**config.mk**
```make
export PLATFORM = sky130hd
export DESIGN_NAME = png_chunk_metadata_parser
export DESIGN_NICKNAME = d
export VERILOG_FILES = /design/src/pcmp_pkg.sv /design/src/pcmp_in_reg.sv /design/src/pcmp_parser.sv /design/src/png_chunk_metadata_parser.sv
export SDC_FILE = /design/constraint.sdc
export NUM_CORES = 1
export LEC_CHECK = 0
export BUFFER_PORTS_ARGS = -buffer_cell sky130_fd_sc_hd__buf_2
export CAP_MARGIN = 20
export CORE_MARGIN = 1
export CORE_UTILIZATION = 55
export DETAILED_ROUTE_END_ITERATION = 16
export GPL_TIMING_DRIVEN = 0
export PLACE_DENSITY = 0.86
export SLEW_MARGIN = 20
export SYNTH_ARGS = -nofsm -noshare
export SYNTH_HDL_FRONTEND = slang
export SYNTH_SLANG_ARGS = --single-unit
```
**constraint.sdc**
```tcl
create_clock -name clock -period 8.3 [get_ports clock]
set_clock_uncertainty 0.2 [all_clocks]
set_input_delay 0 -clock clock [delete_from_list [all_inputs] [get_ports clock]]
set_output_delay 0 -clock clock [all_outputs]
set_load 0.005 [all_outputs]
```
**src/pcmp_pkg.sv**
```systemverilog
// Shared types, constants and a helper function for the PNG chunk metadata parser.
package pcmp_pkg;

   typedef enum logic [2:0] {
      PH_SIG  = 3'd0,
      PH_LEN  = 3'd1,
      PH_TYPE = 3'd2,
      PH_DATA = 3'd3,
      PH_CRC  = 3'd4,
      PH_DONE = 3'd5,
      PH_DEAD = 3'd6
   } pcmp_phase_type;

   typedef enum logic [2:0] {
      EV_HEADER   = 3'd0,
      EV_KEYWORD  = 3'd1,
      EV_TEXT     = 3'd2,
      EV_ENTRY    = 3'd3,
      EV_NOT_PNG  = 3'd4,
      EV_END      = 3'd5
   } pcmp_event_type;

   localparam logic [31:0] TYPE_IHDR = 32'h4948_4452;
   localparam logic [31:0] TYPE_TEXT = 32'h7445_5874;
   localparam logic [31:0] TYPE_IEND = 32'h4945_4E44;

   // One word as it sits in the input register.
   typedef struct packed {
      logic [7:0] data_byte;
      logic       file_start;
   } pcmp_word_type;

   // One result as produced by the parser; hit marks that a result exists.
   typedef struct packed {
      logic           hit;
      pcmp_event_type kind;
      logic [31:0]    image_width;
      logic [31:0]    image_height;
      logic [7:0]     bit_depth;
      logic [7:0]     color_kind;
      logic [7:0]     char_byte;
   } pcmp_result_type;

   function automatic logic [7:0] sig_byte(input logic [2:0] idx);
      logic [7:0] val;
      case (idx)
         3'd0:    val = 8'd137;
         3'd1:    val = 8'd80;
         3'd2:    val = 8'd78;
         3'd3:    val = 8'd71;
         3'd4:    val = 8'd13;
         3'd5:    val = 8'd10;
         3'd6:    val = 8'd26;
         3'd7:    val = 8'd10;
         default: val = 8'd0;
      endcase
      return val;
   endfunction

endpackage

```
**src/pcmp_in_reg.sv**
```systemverilog
// Input register stage that holds one incoming word until the parser takes it.
module pcmp_in_reg
   import pcmp_pkg::*;
(
   input  logic          clock,
   input  logic          reset,
   input  logic          req_valid,
   output logic          req_ready,
   input  logic [7:0]    req_data_byte,
   input  logic          req_file_start,
   input  logic          advance,
   output logic          held_valid,
   output pcmp_word_type held_word
);

   logic          valid_ff;
   logic          valid_in;
   pcmp_word_type word_ff;

   assign req_ready  = !valid_ff || advance;
   assign held_valid = valid_ff;
   assign held_word  = word_ff;

   always_comb begin
      if (req_ready) begin
         valid_in = req_valid;
      end else begin
         valid_in = valid_ff;
      end
   end

   always_ff @(posedge clock) begin
      if (reset) begin
         valid_ff <= 1'b0;
      end else begin
         valid_ff <= valid_in;
      end
   end

   always_ff @(posedge clock) begin
      if (req_ready && req_valid) begin
         word_ff <= '{data_byte: req_data_byte, file_start: req_file_start};
      end
   end

endmodule

```
**src/pcmp_parser.sv**
```systemverilog
// Per-byte parse state and the combinational next-state and result logic.
module pcmp_parser
   import pcmp_pkg::*;
(
   input  logic            clock,
   input  logic            reset,
   input  logic            step,
   input  pcmp_word_type   word,
   output pcmp_result_type result
);

   pcmp_phase_type phase_ff, phase_in, phase_cur;
   logic [31:0]    count_ff, count_in, count_cur;
   logic           sig_ok_ff, sig_ok_in, sig_ok_cur;
   logic [31:0]    len_ff, len_in, len_cur;
   logic [31:0]    ctype_ff, ctype_in, ctype_cur;
   logic [31:0]    width_ff, width_in, width_cur;
   logic [31:0]    height_ff, height_in, height_cur;
   logic [7:0]     depth_ff, depth_in, depth_cur;
   logic [7:0]     color_ff, color_in, color_cur;
   logic           keyword_ff, keyword_in, keyword_cur;
   logic [31:0]    count_next;
   logic [7:0]     b;

   assign b          = word.data_byte;
   assign count_next = count_cur + 32'd1;

   always_comb begin
      // A file start restarts the parser before this byte is looked at.
      if (word.file_start) begin
         phase_cur   = PH_SIG;
         count_cur   = '0;
         sig_ok_cur  = 1'b1;
         len_cur     = '0;
         ctype_cur   = '0;
         width_cur   = '0;
         height_cur  = '0;
         depth_cur   = '0;
         color_cur   = '0;
         keyword_cur = 1'b1;
      end else begin
         phase_cur   = phase_ff;
         count_cur   = count_ff;
         sig_ok_cur  = sig_ok_ff;
         len_cur     = len_ff;
         ctype_cur   = ctype_ff;
         width_cur   = width_ff;
         height_cur  = height_ff;
         depth_cur   = depth_ff;
         color_cur   = color_ff;
         keyword_cur = keyword_ff;
      end

      phase_in   = phase_cur;
      count_in   = count_cur;
      sig_ok_in  = sig_ok_cur;
      len_in     = len_cur;
      ctype_in   = ctype_cur;
      width_in   = width_cur;
      height_in  = height_cur;
      depth_in   = depth_cur;
      color_in   = color_cur;
      keyword_in = keyword_cur;
      result     = '0;

      case (phase_cur)
         PH_SIG: begin
            if (b != sig_byte(count_cur[2:0])) begin
               sig_ok_in = 1'b0;
            end
            if (count_cur[2:0] == 3'd7) begin
               count_in = '0;
               if (sig_ok_in) begin
                  phase_in = PH_LEN;
                  len_in   = '0;
               end else begin
                  phase_in    = PH_DEAD;
                  result.hit  = 1'b1;
                  result.kind = EV_NOT_PNG;
               end
            end else begin
               count_in = {29'd0, count_cur[2:0]} + 32'd1;
            end
         end
         PH_LEN: begin
            len_in   = {len_cur[23:0], b};
            count_in = count_next;
            if (count_next >= 32'd4) begin
               count_in = '0;
               ctype_in = '0;
               phase_in = PH_TYPE;
            end
         end
         PH_TYPE: begin
            ctype_in = {ctype_cur[23:0], b};
            count_in = count_next;
            if (count_next >= 32'd4) begin
               count_in   = '0;
               width_in   = '0;
               height_in  = '0;
               depth_in   = '0;
               color_in   = '0;
               keyword_in = 1'b1;
               phase_in   = (len_cur == '0) ? PH_CRC : PH_DATA;
            end
         end
         PH_DATA: begin
            if (ctype_cur == TYPE_IHDR) begin
               // Fields were cleared at the type, so a byte simply lands in its slot.
               if (count_cur[31:4] == '0) begin
                  case (count_cur[3:0])
                     4'd0:    width_in[31:24]  = b;
                     4'd1:    width_in[23:16]  = b;
                     4'd2:    width_in[15:8]   = b;
                     4'd3:    width_in[7:0]    = b;
                     4'd4:    height_in[31:24] = b;
                     4'd5:    height_in[23:16] = b;
                     4'd6:    height_in[15:8]  = b;
                     4'd7:    height_in[7:0]   = b;
                     4'd8:    depth_in         = b;
                     4'd9:    color_in         = b;
                     default: ;
                  endcase
               end
            end else if (ctype_cur == TYPE_TEXT) begin
               if (keyword_cur) begin
                  if (b == 8'd0) begin
                     keyword_in = 1'b0;
                  end else begin
                     result.hit       = 1'b1;
                     result.kind      = EV_KEYWORD;
                     result.char_byte = b;
                  end
               end else begin
                  result.hit       = 1'b1;
                  result.kind      = EV_TEXT;
                  result.char_byte = b;
               end
            end
            if (count_next >= len_cur) begin
               count_in = '0;
               phase_in = PH_CRC;
            end else begin
               count_in = count_next;
            end
         end
         PH_CRC: begin
            count_in = count_next;
            if (count_next >= 32'd4) begin
               count_in = '0;
               len_in   = '0;
               phase_in = PH_LEN;
               if (ctype_cur == TYPE_IHDR) begin
                  result.hit          = 1'b1;
                  result.kind         = EV_HEADER;
                  result.image_width  = width_cur;
                  result.image_height = height_cur;
                  result.bit_depth    = depth_cur;
                  result.color_kind   = color_cur;
               end else if (ctype_cur == TYPE_TEXT) begin
                  result.hit  = 1'b1;
                  result.kind = EV_ENTRY;
               end else if (ctype_cur == TYPE_IEND) begin
                  phase_in    = PH_DONE;
                  result.hit  = 1'b1;
                  result.kind = EV_END;
               end
            end
         end
         default: ;
      endcase
   end

   always_ff @(posedge clock) begin
      if (reset) begin
         phase_ff   <= PH_SIG;
         count_ff   <= '0;
         sig_ok_ff  <= 1'b1;
         len_ff     <= '0;
         ctype_ff   <= '0;
         width_ff   <= '0;
         height_ff  <= '0;
         depth_ff   <= '0;
         color_ff   <= '0;
         keyword_ff <= 1'b1;
      end else if (step) begin
         phase_ff   <= phase_in;
         count_ff   <= count_in;
         sig_ok_ff  <= sig_ok_in;
         len_ff     <= len_in;
         ctype_ff   <= ctype_in;
         width_ff   <= width_in;
         height_ff  <= height_in;
         depth_ff   <= depth_in;
         color_ff   <= color_in;
         keyword_ff <= keyword_in;
      end
   end

endmodule

```
**src/png_chunk_metadata_parser.sv**
```systemverilog
// Top level of the PNG chunk metadata parser: input register, parser and result register.
//
// The block takes a PNG file one word (one byte) at a time on the req_ channel and
// reports metadata events on the rsp_ channel. Both channels use valid and ready.
// A word with req_file_start high restarts parsing at the signature.
// Each accepted word is first captured in an input register; once the result register
// is free, the parser updates its state from it and, if the word causes an event, loads
// the result register. Most words cause no event and simply leave the input register.
// Throughput is one word per cycle: the input and result registers both advance in
// the same cycle whenever the result register is empty or being read out.
// If the receiver holds rsp_ready low with a result waiting, the input register takes a
// word only while empty; once it holds one, req_ready stays low until the result is taken.
// Synchronous reset empties both registers and puts the parser back at the start of
// the signature, as if a file start had been seen.
// The chunk CRC is not checked. After a bad signature or after IEND, all words are
// consumed silently until the next file start.
module png_chunk_metadata_parser
   import pcmp_pkg::*;
(
   input  logic        clock,
   input  logic        reset,
   input  logic        req_valid,
   output logic        req_ready,
   input  logic [7:0]  req_data_byte,
   input  logic        req_file_start,
   output logic        rsp_valid,
   input  logic        rsp_ready,
   output logic [2:0]  rsp_event_kind,
   output logic [31:0] rsp_image_width,
   output logic [31:0] rsp_image_height,
   output logic [7:0]  rsp_bit_depth,
   output logic [7:0]  rsp_color_kind,
   output logic [7:0]  rsp_char_byte
);

   logic            out_free;
   logic            held_valid;
   pcmp_word_type   held_word;
   logic            step;
   pcmp_result_type result;
   logic            rsp_valid_ff;
   logic            rsp_valid_in;
   pcmp_result_type rsp_ff;

   // The result register can take a new value when empty or being drained.
   assign out_free = !rsp_valid_ff || rsp_ready;
   assign step     = held_valid && out_free;

   pcmp_in_reg u_in_reg (
      .clock          (clock),
      .reset          (reset),
      .req_valid      (req_valid),
      .req_ready      (req_ready),
      .req_data_byte  (req_data_byte),
      .req_file_start (req_file_start),
      .advance        (out_free),
      .held_valid     (held_valid),
      .held_word      (held_word)
   );

   pcmp_parser u_parser (
      .clock  (clock),
      .reset  (reset),
      .step   (step),
      .word   (held_word),
      .result (result)
   );

   always_comb begin
      if (out_free) begin
         rsp_valid_in = step && result.hit;
      end else begin
         rsp_valid_in = rsp_valid_ff;
      end
   end

   always_ff @(posedge clock) begin
      if (reset) begin
         rsp_valid_ff <= 1'b0;
      end else begin
         rsp_valid_ff <= rsp_valid_in;
      end
   end

   always_ff @(posedge clock) begin
      if (step && result.hit) begin
         rsp_ff <= result;
      end
   end

   assign rsp_valid        = rsp_valid_ff;
   assign rsp_event_kind   = rsp_ff.kind;
   assign rsp_image_width  = rsp_ff.image_width;
   assign rsp_image_height = rsp_ff.image_height;
   assign rsp_bit_depth    = rsp_ff.bit_depth;
   assign rsp_color_kind   = rsp_ff.color_kind;
   assign rsp_char_byte    = rsp_ff.char_byte;

endmodule
```
Word level (Yosys, flattened, before mapping). Memories as Yosys holds them, arrays and structs flattened. Index checks and enable logic that the tools add are counted.

Register bits after elaboration: 283. ROM bits: 56. Input port bits: 13. Output and inout bits: 93. Word-level logic and storage cells: 141. Memories kept: 1.

Memories: (name not given) (depth 8, width 7, read ports 1, clocked after memory_dff 0, write ports 0, RTL line pcmp_pkg.sv:46) `case (idx)`.

Add/sub/neg operators: 2. $lt $le $gt $ge: 2. Equality and inequality tests: 18. Mux-type cells: 81. Bitwise gates (word level): 2. Reduce and logical (&&, ||, !) cells: 15.

Operator list (number): 32-bit 2-to-1 mux (18); 32-bit case mux with 2 select lines (3); 32-bit case mux with 3 select lines (2); 8-bit 2-to-1 mux (21); 32-bit by 31-bit equality test with 1-bit output (second input constant) (3); 84-bit 2-to-1 mux (1); 80-bit 2-to-1 mux (1); 4-bit 2-to-1 mux (9); 3-bit 2-to-1 mux (11); 32-bit by 1-bit adder with 32-bit output (second input constant) (1); 32-bit by 3-bit greater-or-equal comparator with 1-bit output (second input constant) (1); 32-bit greater-or-equal comparator (1); 32-bit zero test (1); 8-bit case mux with 2 select lines (2); 28-bit zero test (1); 4-bit by 3-bit equality test with 1-bit output (second input constant) (4); 3-bit case mux with 5 select lines (1); 4-bit case mux with 3 select lines (1); 1-bit 2-to-1 mux (10); 4-bit by 2-bit equality test with 1-bit output (second input constant) (2); 4-bit equality test (second input constant) (2); 8-bit zero test (1); 8-bit != test (1); 3-bit by 2-bit equality test with 1-bit output (second input constant) (2); other kinds (13) (20).

Depth between registers and ports, before layout.
Depth after elaboration: 10. Mapped depth: 27. Depth with buffers taken out: 18.

Modules after synthesis. A second synthesis with hierarchy kept.

Cell total of the unflattened synthesis: 1467. Area total of the unflattened synthesis: 13735.7 um^2.

By module, submodules not included: pcmp_parser (instances 1, cells an instance 1356, area each 10610.2 um^2, seq. area each 3623.5 um^2); png_chunk_metadata_parser (instances 1, cells an instance 97, area each 2800.2 um^2, seq. area each 2752.6 um^2); pcmp_in_reg (instances 1, cells an instance 14, area each 325.3 um^2, seq. area each 290.3 um^2).

Worst setup path before layout. Ideal clock, no wire load.

Kind: reg2reg. Start: register u_in_reg.word_ff, in the netlist u_in_reg.held_word[0]. End: register rsp_ff, in the netlist rsp_bit_depth[0] (enable). Setup time: 542 ps. Data arrival time: 8269 ps. Required time: 7558 ps. Slack: -710 ps. Stages on the path, launching flop included: 22. Path buffers: 9. Period minus slack after synthesis: 9010 ps. Cells stage by stage: edfxtp_1 buf_2 clkbuf_1 buf_1 buf_1 clkbuf_1 clkbuf_1 buf_1 nor2b_1 ha_1 nand4_1 or3_1 clkbuf_1 or4b_2 o221ai_1 nor4_1 and3_1 nand3_1 nand3_1 clkbuf_1 o21a_1 nor2_1.

Word-level cells in the longest chain between the ends: 10. Elaborated cells on any way between the ends: 30. Classes of those cells: 1 x add/sub; 1 x order compare; 7 x eq/ne; 18 x mux; 2 x reduce/logical; 1 x memory.

RTL lines: start, declared (RTL line pcmp_in_reg.sv:18) `pcmp_word_type word_ff;`; start signal, assigned (RTL line pcmp_in_reg.sv:42) `word_ff <= '{data_byte: req_data_byte, file_start: req_file_start};`; branches (longest 8 deep; another with 32-bit by 1-bit adder with 32-bit output); 4-bit case mux with 3 select lines * (RTL line pcmp_parser.sv:66) `case (phase_cur)`; 1-bit logical AND * (RTL line png_chunk_metadata_parser.sv:86) `if (step && result.hit) begin`; end signal, assigned (RTL line png_chunk_metadata_parser.sv:87) `rsp_ff <= result;`; end, declared (RTL line png_chunk_metadata_parser.sv:43) `pcmp_result_type rsp_ff;`.

Every way passes the cells marked *. The select of a mux whose other input is x is not followed. A chain may end at the register's enable or synchronous reset.

Worst setup path in the final report.
Start: register u_in_reg.word_ff, in the netlist u_in_reg.held_word[0]. End: register rsp_ff, in the netlist rsp_color_kind[0] (enable).

Same word-level chain as after synthesis.

==> impl_metrics.ini <==
[outcome]
run_status = finished, final reports clean

[placement]
placer_congestion = 1.05
portBuffers = 105
placement.setup.worst_slack_ns = -0.00276
dp_hpwl_um = 29400

[logic_synthesis]
postSynthNetCount = 1455
yosys.area.top_type = dfxtp_1
netlist-cell-type-count = 73
netlist_area_um2 = 13700
synthesis.area_per_instance_um2 = 9.72
yosys_reg_bits = 283
syn-instance-count = 1406
synth_top_flop_cell = dfxtp_1
post_synth_main_area_contributors = dfxtp_1 27%, edfxtp_1 22%, nor2_1 3.9%, a22o_1 3.3%, ha_1 3.3%
synthDominantCellAreaShare_pct = 26.8
synth_edf_count = 100
seq_area_frac_synth_pct = 48.8
ys_warn_count = 0
async_flop_share_pct = 0

[clocking]
htree_levels = 1
clk_pin_slew_worst_paths_ns = 0.06
clock_buffers_created_by_tritoncts = 27
numClockSinks = 283
clockRootBuffer = clkbuf_16
cts.path.max_buffers = 3
clkLatencyLatePin_ns = 0.56
cts_tree = built

[floorplan]
floorplan.core_area_um2 = 24300
die_area_um2 = 25500
initial_utilization_pct = 56.2
die_h_um = 160
floorplan.rows = 57
die_w_um = 160
ioPinCount = 106

[detailed_routing]
number_of_design_rule_violations_left_by_the_first_detailed_router_iteration = 1325
viasPerCell = 6.50
drt_drc_violations_left = 0
drt_pre_antenna_iters = 8
num_vias = 12423
routedWlPerCell_um = 21.5
wl_um = 41100
final_antenna_net_count = 0

[setup_path]
maximum_net_fanout_on_the_critical_path = 33
timing.critical_path.slowest_cell_delay_ns = 0.55
timing.critical_path.to_type = register
cp_slowest_cell = clkbuf_1
critical_path.top_delay_family = buffers and inverters
crit_path_frequent_cell = clkbuf_1
list_of_cells_traversed_by_the_critical_path = buf_2 -> clkbuf_1 -> clkbuf_2 -> clkbuf_2 -> clkbuf_1 -> clkbuf_1 -> buf_2 -> nor2b_1 -> ha_1 -> nand4_1 -> or3_1 -> clkbuf_1 -> o21ai_0 -> a21oi_1 -> nor4_1 -> and3_1 -> nand3_1 -> nand3_1 -> clkbuf_1 -> o21a_1 -> nor2_4 -> buf_12 -> buf_12 -> buf_12
timing.critical_path.buf_inv = 12
cp_data_required_time_ns = 8.36
crit_path_start_kind = register
critical_path_at_ns = 7.86
classification_of_the_worst_setup_path = register to register

[worst_hold_path]
timing.hold.worst.class = input port to register

[global_route]
grt_first_pass_wirelength_um = 64700
grt_antenna_before_repair = 0
globalRouteOverflowTotal = 0
grt_max_degree = 34
number_of_global_route_vias_before_repair = 11884
groute.usage.overall_pct = 32.0

[timing]
fmax_mhz = 128
worst_slew_pin_slew_ns = 1.11
maxSlewHeadroom_pct = 25.8
hold_viol_final = 0
final_period_minus_worst_setup_slack_ns = 7.80
maxSlewViolCount = 0
finalSetupViolations = 0
post-route-worst-setup-slack_ns = 0.496
post-route-period-util_pct = 94.0
rsz0062_at_grt = false

[final_layout]
area.growth.synth_to_final_pct = 15.7
final_common_cell = dfxtp_1
nFillCells = 1882
insertedDiodeCount = 0
layout.core_utilization_pct = 65.1
layout_common_cells = 183 x dfxtp_1, 141 x nor2_1, 109 x buf_2, 100 x edfxtp_1, 94 x nand2_1
finish.net_count = 1616
post_route_cells_drive_above_1_share_pct = 13.5

[pwr]
vdd.ir_drop.worst_mv = 0.219
power_leakage_nw = 5.08
powerDensity_nw_per_um2 = 184
total_power_of_the_final_layout_mw = 2.91

[run]
cap_viol_max_count = 0
where the power goes:
| group | switching [mW] | internal (mW) | total [mW] |
|---|---|---|---|
| logic | 0.135 | 0.0585 | 0.193 |
| registers | 0.0175 | 1.44 | 1.46 |
| clock network | 0.544 | 0.712 | 1.26 |
| total | 0.696 | 2.21 | 2.91 |
tightest hold or removal path: cells and delay by family:
family | cells | cell delay [ns]
AO/OA/AOI/OAI | 1 | 0.11
AND/OR/NAND/NOR | 2 | 0.22
buffers and inverters | 2 | 0.63
timing repair:
item	CTS	global route
hold buffers	23	0
endpoints found under the setup margin	33	99
setup buffers	0	0
hold endpoints to repair	44	0
resized for setup	1	3
layer usage:
layer  vias up  track usage (%)  share of wire, %  routed length [um]
met5         -                0             0.036                  15
met4         2             13.6               3.9                1590
met3       144             7.04                11                4660
met2       810             50.1                45               18600
met1      5871             42.7                40               16300
li1       5596                -                 -                   -
worst paths after layout:
check,cells past startpoint,slack (ns),end,startpoint
setup / recovery,24,0.50,rsp_color_kind[0],u_in_reg.held_word[0]
hold / removal,5,0.27,rsp_valid,rsp_ready
setup reg to reg,24,0.50,rsp_color_kind[0],u_in_reg.held_word[0]
hold reg to reg,2,0.27,u_parser.height_ff[15],u_parser.height_ff[15]
cell usage after synthesis (6+ instances only):
master,number
a211oi_1,32
a21o_1,10
a21oi_1,58
a22o_1,52
a22oi_1,35
a311oi_1,13
a31oi_1,18
and2_1,63
and3_1,11
buf_1,13
clkbuf_1,79
dfxtp_1,183
edfxtp_1,100
ha_1,36
inv_1,44
nand2_1,94
nand2b_1,9
nand3_1,39
nand4_1,24
nor2_1,142
nor2b_1,13
nor3_1,51
nor3b_1,6
nor4_1,26
o21ai_0,40
o22ai_1,31
o2bb2a_4,20
o31ai_1,11
o41ai_1,6
or2_2,7
or3_1,16
or4_1,9
xnor2_1,15
xor2_1,7
sequential cells by signal, indices dropped and copies added (netlist names), 9 cells and up:
name                flops
rsp_image_height       32
rsp_image_width        32
u_parser.count_ff      32
u_parser.ctype_ff      32
u_parser.height_ff     32
u_parser.len_ff        32
u_parser.width_ff      32
u_in_reg.held_word      9
final cells by class:
cell class	instances	area [um2]	area share [%]
clock inverters	12	130	0.822
flip-flops and latches	283	6670	42.1
plain buffers	101	414	2.62
multi-input cells	978	6460	40.8
inverters	44	165	1.04
clock buffers	38	768	4.85
repair buffers	132	821	5.19
well taps	324	405	2.56
cells by family after synthesis:
logic type,synth area share (%)
buffers and inverters,4.21
AND/OR/NAND/NOR,20.5
XOR/XNOR,1.41
flip-flops,48.8
multiplexers,0.366
adder cells (fa/ha/maj),3.29
AO/OA/AOI/OAI,21.5
metrics by stage:
stage	std cells	hold WS, ns	cell area (um2)	TNS [ns]
2_1_floorplan	1406	-0.101	13700	0
3_3_place_gp	1835	-0.0214	14600	-194.73
3_5_place_dp	1839	-0.0210	14700	-0.0406
4_1_cts	1912	0.215	15800	0
5_1_grt	1912	0.282	15800	0
6_report	1912	0.265	15800	0
Note: power is estimated with default switching activity, not from simulation.
